===== src/sv/free_look_camera_update_core_assert.svh =====
// Assertion macros shared by the camera update RTL.
// Expects clk and arst_n to be visible where the macros are used.
`ifndef FREE_LOOK_CAMERA_UPDATE_CORE_ASSERT_SVH
`define FREE_LOOK_CAMERA_UPDATE_CORE_ASSERT_SVH

// A condition that must hold at every clock edge out of reset.
`define FLCU_ASSERT_ALWAYS(lbl, expr, msg) \
	lbl: assert property (@(posedge clk) disable iff (!arst_n) (expr)) else $error(msg);

// A condition that must hold whenever the antecedent holds.
`define FLCU_ASSERT_IMPLY(lbl, ante, cons, msg) \
	lbl: assert property (@(posedge clk) disable iff (!arst_n) (ante) |-> (cons)) else $error(msg);

`endif


===== src/sv/flcu_pkg.sv =====
// Package for the camera update block: constants, the arctangent table and
// rounding helpers. No dependencies.
`timescale 1ns / 1ps
`default_nettype none

package flcu_pkg;

	localparam int CORDIC_STEPS_DEF = 16;

	// Configuration register indexes.
	localparam logic [1:0] CFG_MOVE_SPEED = 2'd0;
	localparam logic [1:0] CFG_MOUSE_SENS = 2'd1;

	localparam int ONE_Q14    = 16384;
	localparam int ANG_90     = 90 * 65536;
	localparam int ANG_HALF   = 180 * 65536;
	localparam int ANG_FULL   = 360 * 65536;
	localparam int PITCH_LIM  = 89 * 65536;
	localparam int GAIN_INV_Q30 = 652032875;
	localparam int MOVE_RESET = 163840;
	localparam int SENS_RESET = 6554;

	// 128 full turns, added so that the yaw sum is never negative.
	localparam logic [33:0] WRAP_BIAS = 34'd3019898880;

	localparam logic signed [31:0] POS_MAX = 32'sh7FFFFFFF;
	localparam logic signed [31:0] POS_MIN = 32'sh80000000;

	// Status and results of the trigonometry unit.
	typedef struct packed {
		logic               busy;
		logic               done;
		logic signed [15:0] cos_v;
		logic signed [15:0] sin_v;
	} flcu_trig_t;

	// Arctangent of 2^-i in degrees, Q16.
	function automatic logic [21:0] atan_deg_q16(input logic [4:0] idx);
		logic [21:0] r;
		case (idx)
			5'd0:    r = 22'd2949120;
			5'd1:    r = 22'd1740967;
			5'd2:    r = 22'd919879;
			5'd3:    r = 22'd466945;
			5'd4:    r = 22'd234379;
			5'd5:    r = 22'd117305;
			5'd6:    r = 22'd58666;
			5'd7:    r = 22'd29335;
			5'd8:    r = 22'd14668;
			5'd9:    r = 22'd7334;
			5'd10:   r = 22'd3667;
			5'd11:   r = 22'd1833;
			5'd12:   r = 22'd917;
			5'd13:   r = 22'd458;
			5'd14:   r = 22'd229;
			5'd15:   r = 22'd115;
			5'd16:   r = 22'd57;
			5'd17:   r = 22'd29;
			5'd18:   r = 22'd14;
			5'd19:   r = 22'd7;
			5'd20:   r = 22'd4;
			5'd21:   r = 22'd2;
			5'd22:   r = 22'd1;
			default: r = 22'd0;
		endcase
		return r;
	endfunction

	// Clamp a wider value to the unit range of Q1.14.
	function automatic logic signed [15:0] clamp_q14(input logic signed [27:0] v);
		logic signed [15:0] r;
		if (v > 28'sd16384)
			r = 16'sd16384;
		else if (v < -28'sd16384)
			r = -16'sd16384;
		else
			r = 16'(v);
		return r;
	endfunction

	// Q1.30 to Q1.14, rounded half up, optionally negated, clamped.
	function automatic logic signed [15:0] q30_to_q14(input logic signed [33:0] v,
			input logic neg);
		logic signed [33:0] t;
		logic signed [27:0] r;
		t = (v + 34'sd32768) >>> 16;
		r = neg ? -28'(t) : 28'(t);
		return clamp_q14(r);
	endfunction

	// Product of two Q1.14 values back to Q1.14, rounded half up, clamped.
	function automatic logic signed [15:0] mul_round_q14(input logic signed [41:0] p);
		logic signed [41:0] t;
		t = (p + 42'sd8192) >>> 14;
		return clamp_q14(28'(t));
	endfunction

endpackage

`default_nettype wire


===== src/sv/flcu_cordic.sv =====
// Iterative rotation-mode CORDIC: cosine and sine of an angle in Q16 degrees.
// Depends on flcu_pkg.
`timescale 1ns / 1ps
`default_nettype none

module flcu_cordic #(
	parameter int STEPS = flcu_pkg::CORDIC_STEPS_DEF
) (
	input  wire logic               clk,
	input  wire logic               arst_n,
	input  wire logic               start,
	input  wire logic signed [25:0] angle,
	output flcu_pkg::flcu_trig_t    trig
);
	import flcu_pkg::*;

	localparam int IW = (STEPS > 1) ? $clog2(STEPS) : 1;

	logic               busy_q;
	logic               done_q;
	logic               flip_q;
	logic [IW-1:0]      i_q;
	logic signed [33:0] x_q;
	logic signed [33:0] y_q;
	logic signed [25:0] z_q;

	logic signed [33:0] dx;
	logic signed [33:0] dy;
	logic signed [25:0] at;

	// One micro-rotation per cycle through a shared shifter and adders.
	always_comb begin
		dx = y_q >>> i_q;
		dy = x_q >>> i_q;
		at = 26'(atan_deg_q16(5'(i_q)));
	end

	// Control flags.
	always_ff @(posedge clk or negedge arst_n) begin
		if (!arst_n) begin
			busy_q <= 1'b0;
			done_q <= 1'b0;
		end else begin
			done_q <= 1'b0;
			if (start) begin
				busy_q <= 1'b1;
			end else if (busy_q && i_q == IW'(STEPS - 1)) begin
				busy_q <= 1'b0;
				done_q <= 1'b1;
			end
		end
	end

	// Rotation datapath; angles beyond a right angle fold by a half turn.
	always_ff @(posedge clk) begin
		if (start) begin
			x_q <= 34'(GAIN_INV_Q30);
			y_q <= '0;
			i_q <= '0;
			if (angle > 26'(ANG_90)) begin
				z_q    <= angle - 26'(ANG_HALF);
				flip_q <= 1'b1;
			end else if (angle < -26'(ANG_90)) begin
				z_q    <= angle + 26'(ANG_HALF);
				flip_q <= 1'b1;
			end else begin
				z_q    <= angle;
				flip_q <= 1'b0;
			end
		end else if (busy_q) begin
			i_q <= i_q + 1'b1;
			if (z_q >= 0) begin
				x_q <= x_q - dx;
				y_q <= y_q + dy;
				z_q <= z_q - at;
			end else begin
				x_q <= x_q + dx;
				y_q <= y_q - dy;
				z_q <= z_q + at;
			end
		end
	end

	assign trig.busy  = busy_q;
	assign trig.done  = done_q;
	assign trig.cos_v = q30_to_q14(x_q, flip_q);
	assign trig.sin_v = q30_to_q14(y_q, flip_q);

endmodule

`default_nettype wire


===== src/sv/free_look_camera_update_core.sv =====
// Top level of the fly camera update block: sequencer, shared multiplier,
// camera state. Depends on flcu_pkg, flcu_cordic and the assertion header.
`timescale 1ns / 1ps
`default_nettype none

// The block keeps a saturating Q16.16 position, yaw and pitch in degrees and
// the front, right and up vectors in Q1.14, and returns the full state once
// per item. One item is worked at a time; in_stall stays high until the
// sequencer is back in idle. A movement tick forms each position step for
// every held key with one 25x17 multiplier in two partial products. A mouse
// item runs the single iterative CORDIC unit once for yaw and once for
// pitch, with an eight-step yaw wrap and six multiplies. The result sits in
// an output register, so the next item is taken while it waits. Configuration
// writes are always ready; unknown register indexes are ignored.
module free_look_camera_update_core #(
	parameter int CORDIC_STEPS = flcu_pkg::CORDIC_STEPS_DEF
) (
	input  wire logic               clk,
	input  wire logic               arst_n,
	input  wire logic               in_valid,
	output logic                    in_stall,
	input  wire logic               req_type,
	input  wire logic [5:0]         key_mask,
	input  wire logic [15:0]        delta_time,
	input  wire logic signed [23:0] mouse_dx,
	input  wire logic signed [23:0] mouse_dy,
	output logic                    out_valid,
	input  wire logic               out_stall,
	output logic signed [31:0]      pos_x,
	output logic signed [31:0]      pos_y,
	output logic signed [31:0]      pos_z,
	output logic signed [15:0]      front_x,
	output logic signed [15:0]      front_y,
	output logic signed [15:0]      front_z,
	output logic signed [15:0]      right_x,
	output logic signed [15:0]      right_y,
	output logic signed [15:0]      right_z,
	output logic signed [15:0]      up_x,
	output logic signed [15:0]      up_y,
	output logic signed [15:0]      up_z,
	input  wire logic               cfg_valid,
	output logic                    cfg_ready,
	input  wire logic [1:0]         cfg_index,
	input  wire logic [23:0]        cfg_data
);
	import flcu_pkg::*;

	typedef enum logic [20:0] {
		S_IDLE   = 21'h000001,
		S_DIST   = 21'h000002,
		S_DIST2  = 21'h000004,
		S_KEY    = 21'h000008,
		S_LO     = 21'h000010,
		S_HI     = 21'h000020,
		S_ADD    = 21'h000040,
		S_DYAW   = 21'h000080,
		S_DPITCH = 21'h000100,
		S_WINIT  = 21'h000200,
		S_WRAP   = 21'h000400,
		S_CYS    = 21'h000800,
		S_CYW    = 21'h001000,
		S_CPS    = 21'h002000,
		S_CPW    = 21'h004000,
		S_V0     = 21'h008000,
		S_V1     = 21'h010000,
		S_V2     = 21'h020000,
		S_V3     = 21'h040000,
		S_V4     = 21'h080000,
		S_OUT    = 21'h100000
	} flcu_state_t;

	flcu_state_t        state_q;
	logic               out_valid_q;
	logic [23:0]        speed_q;
	logic [15:0]        sens_q;
	logic signed [31:0] pos_q [3];
	logic signed [15:0] front_q [3];
	logic signed [15:0] right_q [3];
	logic signed [15:0] up_q [3];
	logic signed [25:0] yaw_q;
	logic signed [23:0] pitch_q;
	logic [2:0]         key_idx_q;
	logic [1:0]         coord_q;
	logic [2:0]         wrap_k_q;
	logic [33:0]        wrap_q;

	// Payload registers.
	logic               req_q;
	logic [5:0]         keys_q;
	logic [15:0]        dt_q;
	logic signed [23:0] dx_q;
	logic signed [23:0] dy_q;
	logic [39:0]        dist_q;
	logic signed [41:0] prod_q;
	logic signed [41:0] acc_q;
	logic signed [33:0] dyaw_q;
	logic signed [15:0] cy_q;
	logic signed [15:0] sy_q;
	logic signed [15:0] cp_q;
	logic signed [15:0] sp_q;
	logic signed [31:0] out_pos_q [3];
	logic signed [15:0] out_front_q [3];
	logic signed [15:0] out_right_q [3];
	logic signed [15:0] out_up_q [3];

	logic               in_xfer;
	logic               out_load;
	logic signed [24:0] mul_a;
	logic signed [16:0] mul_b;
	logic signed [15:0] v_raw;
	logic signed [16:0] v_sel;
	logic signed [56:0] mv_full;
	logic signed [56:0] mv_step;
	logic signed [33:0] mv_sum;
	logic signed [31:0] mv_sat;
	logic signed [33:0] dpitch;
	logic signed [34:0] pitch_sum;
	logic [33:0]        wrap_cmp;
	logic [33:0]        wrap_nx;
	logic               cordic_start;
	logic signed [25:0] cordic_angle;
	flcu_trig_t         trig;

	assign in_stall  = (state_q != S_IDLE);
	assign in_xfer   = in_valid && !in_stall;
	assign out_load  = (state_q == S_OUT) && (!out_valid_q || !out_stall);
	assign cfg_ready = 1'b1;

	// Direction vector component for the current key, with its sign.
	always_comb begin
		case (key_idx_q)
			3'd0, 3'd1: v_raw = front_q[coord_q];
			3'd2, 3'd3: v_raw = right_q[coord_q];
			default:    v_raw = up_q[coord_q];
		endcase
		if (key_idx_q == 3'd1 || key_idx_q == 3'd2 || key_idx_q == 3'd5)
			v_sel = -17'(v_raw);
		else
			v_sel = 17'(v_raw);
	end

	// Operand selection for the shared multiplier.
	always_comb begin
		mul_a = '0;
		mul_b = '0;
		unique case (state_q)
			S_DIST: begin
				mul_a = 25'({1'b0, speed_q});
				mul_b = 17'({1'b0, dt_q});
			end
			S_LO: begin
				mul_a = 25'({1'b0, dist_q[19:0]});
				mul_b = v_sel;
			end
			S_HI: begin
				mul_a = 25'({1'b0, dist_q[39:20]});
				mul_b = v_sel;
			end
			S_DYAW: begin
				mul_a = 25'(dx_q);
				mul_b = 17'({1'b0, sens_q});
			end
			S_DPITCH: begin
				mul_a = 25'(dy_q);
				mul_b = 17'({1'b0, sens_q});
			end
			S_V0: begin
				mul_a = 25'(cy_q);
				mul_b = 17'(cp_q);
			end
			S_V1: begin
				mul_a = 25'(sy_q);
				mul_b = 17'(cp_q);
			end
			S_V2: begin
				mul_a = 25'(cy_q);
				mul_b = 17'(sp_q);
			end
			S_V3: begin
				mul_a = 25'(sy_q);
				mul_b = 17'(sp_q);
			end
			default: begin
				mul_a = '0;
				mul_b = '0;
			end
		endcase
	end

	// Position step: join the partial products, round, saturate.
	always_comb begin
		mv_full = 57'(acc_q) + (57'(prod_q) <<< 20) + 57'(32'sd536870912);
		mv_step = mv_full >>> 30;
		mv_sum  = 34'(pos_q[coord_q]) + 34'(mv_step);
		if (mv_sum > 34'(POS_MAX))
			mv_sat = POS_MAX;
		else if (mv_sum < 34'(POS_MIN))
			mv_sat = POS_MIN;
		else
			mv_sat = 32'(mv_sum);
	end

	// Pitch update and one restoring step of the yaw wrap.
	always_comb begin
		dpitch    = 34'((prod_q + 42'sd128) >>> 8);
		pitch_sum = 35'(pitch_q) + 35'(dpitch);
		wrap_cmp  = 34'(ANG_FULL) << wrap_k_q;
		wrap_nx   = (wrap_q >= wrap_cmp) ? (wrap_q - wrap_cmp) : wrap_q;
	end

	assign cordic_start = (state_q == S_CYS) || (state_q == S_CPS);
	assign cordic_angle = (state_q == S_CYS) ? yaw_q : 26'(pitch_q);

	flcu_cordic #(
		.STEPS (CORDIC_STEPS)
	) u_cordic (
		.clk    (clk),
		.arst_n (arst_n),
		.start  (cordic_start),
		.angle  (cordic_angle),
		.trig   (trig)
	);

	// Sequencer, configuration and camera state.
	always_ff @(posedge clk or negedge arst_n) begin
		if (!arst_n) begin
			state_q     <= S_IDLE;
			out_valid_q <= 1'b0;
			speed_q     <= 24'(MOVE_RESET);
			sens_q      <= 16'(SENS_RESET);
			pos_q       <= '{default: '0};
			front_q     <= '{16'sd0, 16'sd0, -16'(ONE_Q14)};
			right_q     <= '{16'(ONE_Q14), 16'sd0, 16'sd0};
			up_q        <= '{16'sd0, 16'(ONE_Q14), 16'sd0};
			yaw_q       <= -26'(ANG_90);
			pitch_q     <= '0;
			key_idx_q   <= '0;
			coord_q     <= '0;
			wrap_k_q    <= '0;
			wrap_q      <= '0;
		end else begin
			if (cfg_valid && cfg_ready) begin
				unique case (cfg_index)
					CFG_MOVE_SPEED: speed_q <= cfg_data;
					CFG_MOUSE_SENS: sens_q  <= cfg_data[15:0];
					default: ;
				endcase
			end

			if (out_load)
				out_valid_q <= 1'b1;
			else if (!out_stall)
				out_valid_q <= 1'b0;

			unique case (state_q)
				S_IDLE: begin
					if (in_xfer)
						state_q <= req_type ? S_DYAW : S_DIST;
				end
				S_DIST: state_q <= S_DIST2;
				S_DIST2: begin
					key_idx_q <= '0;
					coord_q   <= '0;
					state_q   <= S_KEY;
				end
				S_KEY: begin
					if (key_idx_q == 3'd6) begin
						state_q <= S_OUT;
					end else if (keys_q[key_idx_q]) begin
						coord_q <= '0;
						state_q <= S_LO;
					end else begin
						key_idx_q <= key_idx_q + 1'b1;
					end
				end
				S_LO: state_q <= S_HI;
				S_HI: state_q <= S_ADD;
				S_ADD: begin
					pos_q[coord_q] <= mv_sat;
					if (coord_q == 2'd2) begin
						key_idx_q <= key_idx_q + 1'b1;
						state_q   <= S_KEY;
					end else begin
						coord_q <= coord_q + 1'b1;
						state_q <= S_LO;
					end
				end
				S_DYAW: state_q <= S_DPITCH;
				S_DPITCH: state_q <= S_WINIT;
				S_WINIT: begin
					if (pitch_sum > 35'(PITCH_LIM))
						pitch_q <= 24'(PITCH_LIM);
					else if (pitch_sum < -35'(PITCH_LIM))
						pitch_q <= -24'(PITCH_LIM);
					else
						pitch_q <= 24'(pitch_sum);
					wrap_q   <= 34'(36'(yaw_q) + 36'(dyaw_q) + 36'(ANG_HALF) + 36'(WRAP_BIAS));
					wrap_k_q <= 3'd7;
					state_q  <= S_WRAP;
				end
				S_WRAP: begin
					wrap_q <= wrap_nx;
					if (wrap_k_q == 3'd0) begin
						yaw_q   <= 26'($signed({1'b0, wrap_nx}) - 35'(ANG_HALF));
						state_q <= S_CYS;
					end else begin
						wrap_k_q <= wrap_k_q - 1'b1;
					end
				end
				S_CYS: state_q <= S_CYW;
				S_CYW: begin
					if (trig.done)
						state_q <= S_CPS;
				end
				S_CPS: state_q <= S_CPW;
				S_CPW: begin
					if (trig.done)
						state_q <= S_V0;
				end
				S_V0: state_q <= S_V1;
				S_V1: begin
					front_q[0] <= mul_round_q14(prod_q);
					state_q    <= S_V2;
				end
				S_V2: begin
					front_q[2] <= mul_round_q14(prod_q);
					state_q    <= S_V3;
				end
				S_V3: begin
					up_q[0] <= -mul_round_q14(prod_q);
					state_q <= S_V4;
				end
				S_V4: begin
					up_q[2]    <= -mul_round_q14(prod_q);
					up_q[1]    <= cp_q;
					front_q[1] <= sp_q;
					right_q[0] <= -sy_q;
					right_q[1] <= '0;
					right_q[2] <= cy_q;
					state_q    <= S_OUT;
				end
				S_OUT: begin
					if (out_load)
						state_q <= S_IDLE;
				end
				default: state_q <= S_IDLE;
			endcase
		end
	end

	// Payload: captured item, multiplier pipeline, trig results, output buffer.
	always_ff @(posedge clk) begin
		prod_q <= mul_a * mul_b;
		if (in_xfer) begin
			req_q  <= req_type;
			keys_q <= key_mask;
			dt_q   <= delta_time;
			dx_q   <= mouse_dx;
			dy_q   <= mouse_dy;
		end
		if (state_q == S_DIST2)
			dist_q <= prod_q[39:0];
		if (state_q == S_HI)
			acc_q <= prod_q;
		if (state_q == S_DPITCH)
			dyaw_q <= 34'((prod_q + 42'sd128) >>> 8);
		if (state_q == S_CYW && trig.done) begin
			cy_q <= trig.cos_v;
			sy_q <= trig.sin_v;
		end
		if (state_q == S_CPW && trig.done) begin
			cp_q <= trig.cos_v;
			sp_q <= trig.sin_v;
		end
		if (out_load) begin
			out_pos_q   <= pos_q;
			out_front_q <= front_q;
			out_right_q <= right_q;
			out_up_q    <= up_q;
		end
	end

	assign out_valid = out_valid_q;
	assign pos_x     = out_pos_q[0];
	assign pos_y     = out_pos_q[1];
	assign pos_z     = out_pos_q[2];
	assign front_x   = out_front_q[0];
	assign front_y   = out_front_q[1];
	assign front_z   = out_front_q[2];
	assign right_x   = out_right_q[0];
	assign right_y   = out_right_q[1];
	assign right_z   = out_right_q[2];
	assign up_x      = out_up_q[0];
	assign up_y      = out_up_q[1];
	assign up_z      = out_up_q[2];

`include "free_look_camera_update_core_assert.svh"

	// The kind of the captured item decides the branch right after the transfer.
	`FLCU_ASSERT_IMPLY(a_branch, (state_q == S_DYAW) || (state_q == S_DIST), req_q == (state_q == S_DYAW), "item kind and sequencer branch disagree")
	`FLCU_ASSERT_ALWAYS(a_pitch_range, (pitch_q <= 24'(PITCH_LIM)) && (pitch_q >= -24'(PITCH_LIM)), "pitch left its clamp range")
	`FLCU_ASSERT_ALWAYS(a_yaw_range, (yaw_q >= -26'(ANG_HALF)) && (yaw_q < 26'(ANG_HALF)), "yaw left its wrap range")
	`FLCU_ASSERT_IMPLY(a_cordic_free, cordic_start, !trig.busy, "trig unit restarted while busy")
	`FLCU_ASSERT_IMPLY(a_out_src, $rose(out_valid_q), $past(state_q == S_OUT), "result shown without a finished item")

endmodule

`default_nettype wire

===== config.mk =====
export PLATFORM = sky130hd
export DESIGN_NAME = free_look_camera_update_core
export DESIGN_NICKNAME = d
export VERILOG_FILES = /design/src/sv/flcu_pkg.sv /design/src/sv/flcu_cordic.sv /design/src/sv/free_look_camera_update_core.sv
export VERILOG_INCLUDE_DIRS = /design/src /design/src/sv
export SDC_FILE = /design/constraint.sdc
export NUM_CORES = 2
export LEC_CHECK = 0
export ABC_AREA = 1
export BUFFER_PORTS_ARGS = -buffer_cell sky130_fd_sc_hd__clkbuf_2
export CAP_MARGIN = 20
export CORE_UTILIZATION = 58
export DETAILED_ROUTE_END_ITERATION = 12
export PLACE_DENSITY_LB_ADDON = 0.3
export SLEW_MARGIN = 20
export SYNTH_ARGS = -nofsm -noshare
export SYNTH_HDL_FRONTEND = slang
export SYNTH_HIERARCHICAL = 1
export SYNTH_SLANG_ARGS = --single-unit

===== constraint.sdc =====
create_clock -name clk -period 13.9 [get_ports clk]
set_input_delay 2.78 -clock clk [delete_from_list [all_inputs] [get_ports clk]]
set_output_delay 2.78 -clock clk [all_outputs]
set_load 0.01 [all_outputs]

==> metrics.txt <==
status finished, final reports clean; Post-layout nets 11200; drt pass-1 iters 7; htree depth 3; vias after detailed routing 72300; antenna violations before repair 8; Synthesis Warnings 6; final setup fails 0; initial drt markers 8360; Tcrit/Tclk final 0.755; PortBufs 327; cells after synthesis 10000; placed cells 11900; VDD IR-drop max 0.000273 V; Crit path required time 14.54 ns; WL met2 114000 um; share of post-route cells with drive strength above 1 0.0876; vias per cell 5.98; number of CTS-inserted buffers 109; critical path's slowest cell nand2_1; Setup crit start kind flip-flop; DIE AREA 137000 um^2; DRT antenna net count 0; first-pass GRT wire length 414000 um; overall global routing resource usage 0.399; final hold viol count 0; CTS sink cnt 997; core footprint 134000 um^2; Slew HR 0.0929; clk_lat worst skew 0.76 ns; Pins Over Slew Limit 0; Tmin final 10.49 ns; P&R area growth vs syn 8.54%; root buf cell clkbuf_16; Starting Density 0.587; CP endpoint kind flip-flop; dpl hpwl 218000 um; Die W 371 um; hold slack 0.435 ns; pin slew with the least headroom to its limit 1.35 ns; Tightest Hold Check Type flip-flop to flip-flop; Die Span Y 371 um; non-filler instance count after layout 12100; FP Rows 134; largest net degree at the start of global routing 95; clock skew 0.0558 ns; setup_tns 0 ns; Avg Cell Area, Syn 7.87 um^2; GP Congestion 1.05; WP data arrival 11.13 ns; met1 WL 113000 um; most used cell, CP nand2_1; GRT overflow 0; Total Wirelength 277000 um; DRC viols 0; hold-fix buffers at CTS 0; I/O pins 345; CP peak stage delay 0.84 ns; number of global-route vias before repair 68800; TritonCTS clock tree done; worst-path maximum fanout 65; Fmax 95.3 MHz; synthesized cell area 78800 um^2; Routed met3 length 33000 um; LEAKAGE 0.0427 uW; max_cap viols 0; RSZ-0062 raised after global routing no; Crit Path Category flip-flop to flip-flop; power density over cell area 177 nW/um^2; clock buffer depth 3; Pwr Total 15200 uW; Post-CTS Resized 0; Post-CTS Setup Bufs 0; WL/cell 22.9 um; DR top layer met5; Reg clk slew, reported paths 0.06 ns
-- cell usage in the layout, fill, tap and decap left out, types with 53 or more instances in the layout --
| cell type | n |
|---|---|
| a21oi_1 | 491 |
| buf_4 | 83 |
| clkbuf_16 | 111 |
| clkbuf_2 | 326 |
| dfrtp_1 | 358 |
| dfxtp_1 | 132 |
| edfxtp_1 | 481 |
| fa_1 | 423 |
| ha_1 | 443 |
| inv_1 | 1396 |
| inv_2 | 53 |
| nand2_1 | 2559 |
| nand3_1 | 614 |
| nand4_1 | 74 |
| nor2_1 | 864 |
| nor3_1 | 75 |
| o21ai_0 | 621 |
| xnor2_1 | 104 |
| xor2_1 | 214 |
-- power by group --
| part | internal (uW) | switching [uW] | leakage [uW] |
|---|---|---|---|
| registers | 3440 | 405 | 0.0108 |
| clock network | 1720 | 1310 | 0.00180 |
| logic | 2610 | 5680 | 0.0301 |
-- critical path, delay by kind of cell, from the launching register on --
family / cells / cell delay (ns)
AOI/OAI and AO/OA: 7 / 1.94
and+or+nand+nor: 20 / 2.33
xor gates and xnor gates: 1 / 0.14
adders and majority gates: 8 / 3.52
buffers and inverters: 10 / 1.98
DFF: 1 / 0.38
-- sequential cells by signal, indices dropped and copies added, names as in the netlist, 40 cells and up --
signal and cells:
front_q 48, up_q 48, prod_q 42, pos_q 96, dist_q 40
-- per-stage QoR --
| stage | setup WS, ns | util | instance area (um^2) |
|---|---|---|---|
| 6_report | 3.41 | 0.638 | 85500 |
| 5_1_grt | 3.04 | 0.638 | 85500 |
| 4_1_cts | 3.62 | 0.637 | 85500 |
| 3_5_place_dp | 3.66 | 0.610 | 81800 |
| 3_3_place_gp | 3.79 | 0.609 | 81700 |
| 2_1_floorplan | 4.56 | - | 78900 |
-- path summary, 6_finish.rpt --
kind | startpoint | endpoint | slack (ns) | depth (start not counted)
max | coord_q[0] | prod_q[39] | 3.41 | 46
min | prod_q[0] | dist_q[0] | 0.44 | 0
max reg2reg | coord_q[0] | prod_q[39] | 3.41 | 46
min reg2reg | prod_q[0] | dist_q[0] | 0.44 | 0
max in group asynchronous | arst_n | coord_q[0] | 9.63 | 3
min in group asynchronous | arst_n | wrap_q[22] | 2.03 | 1
-- metal layers --
metal	GRT usage	vias up
li1	-	32900
met1	0.552	34500
met2	0.577	4218
met3	0.101	703
met4	0.209	8
met5	0	-
-- cell type report --
type | instances | area, um^2
clock inverter | 59 | 694
timing repair buffer | 413 | 2310
clock buffer | 148 | 3040
sequential | 997 | 26700
multi-input combinational | 7243 | 45100
antenna | 2 | 5.00
tap | 1768 | 2210
inverter | 1459 | 5490
fill | 11700 | 48600
Power figures use the tool's default switching activity.
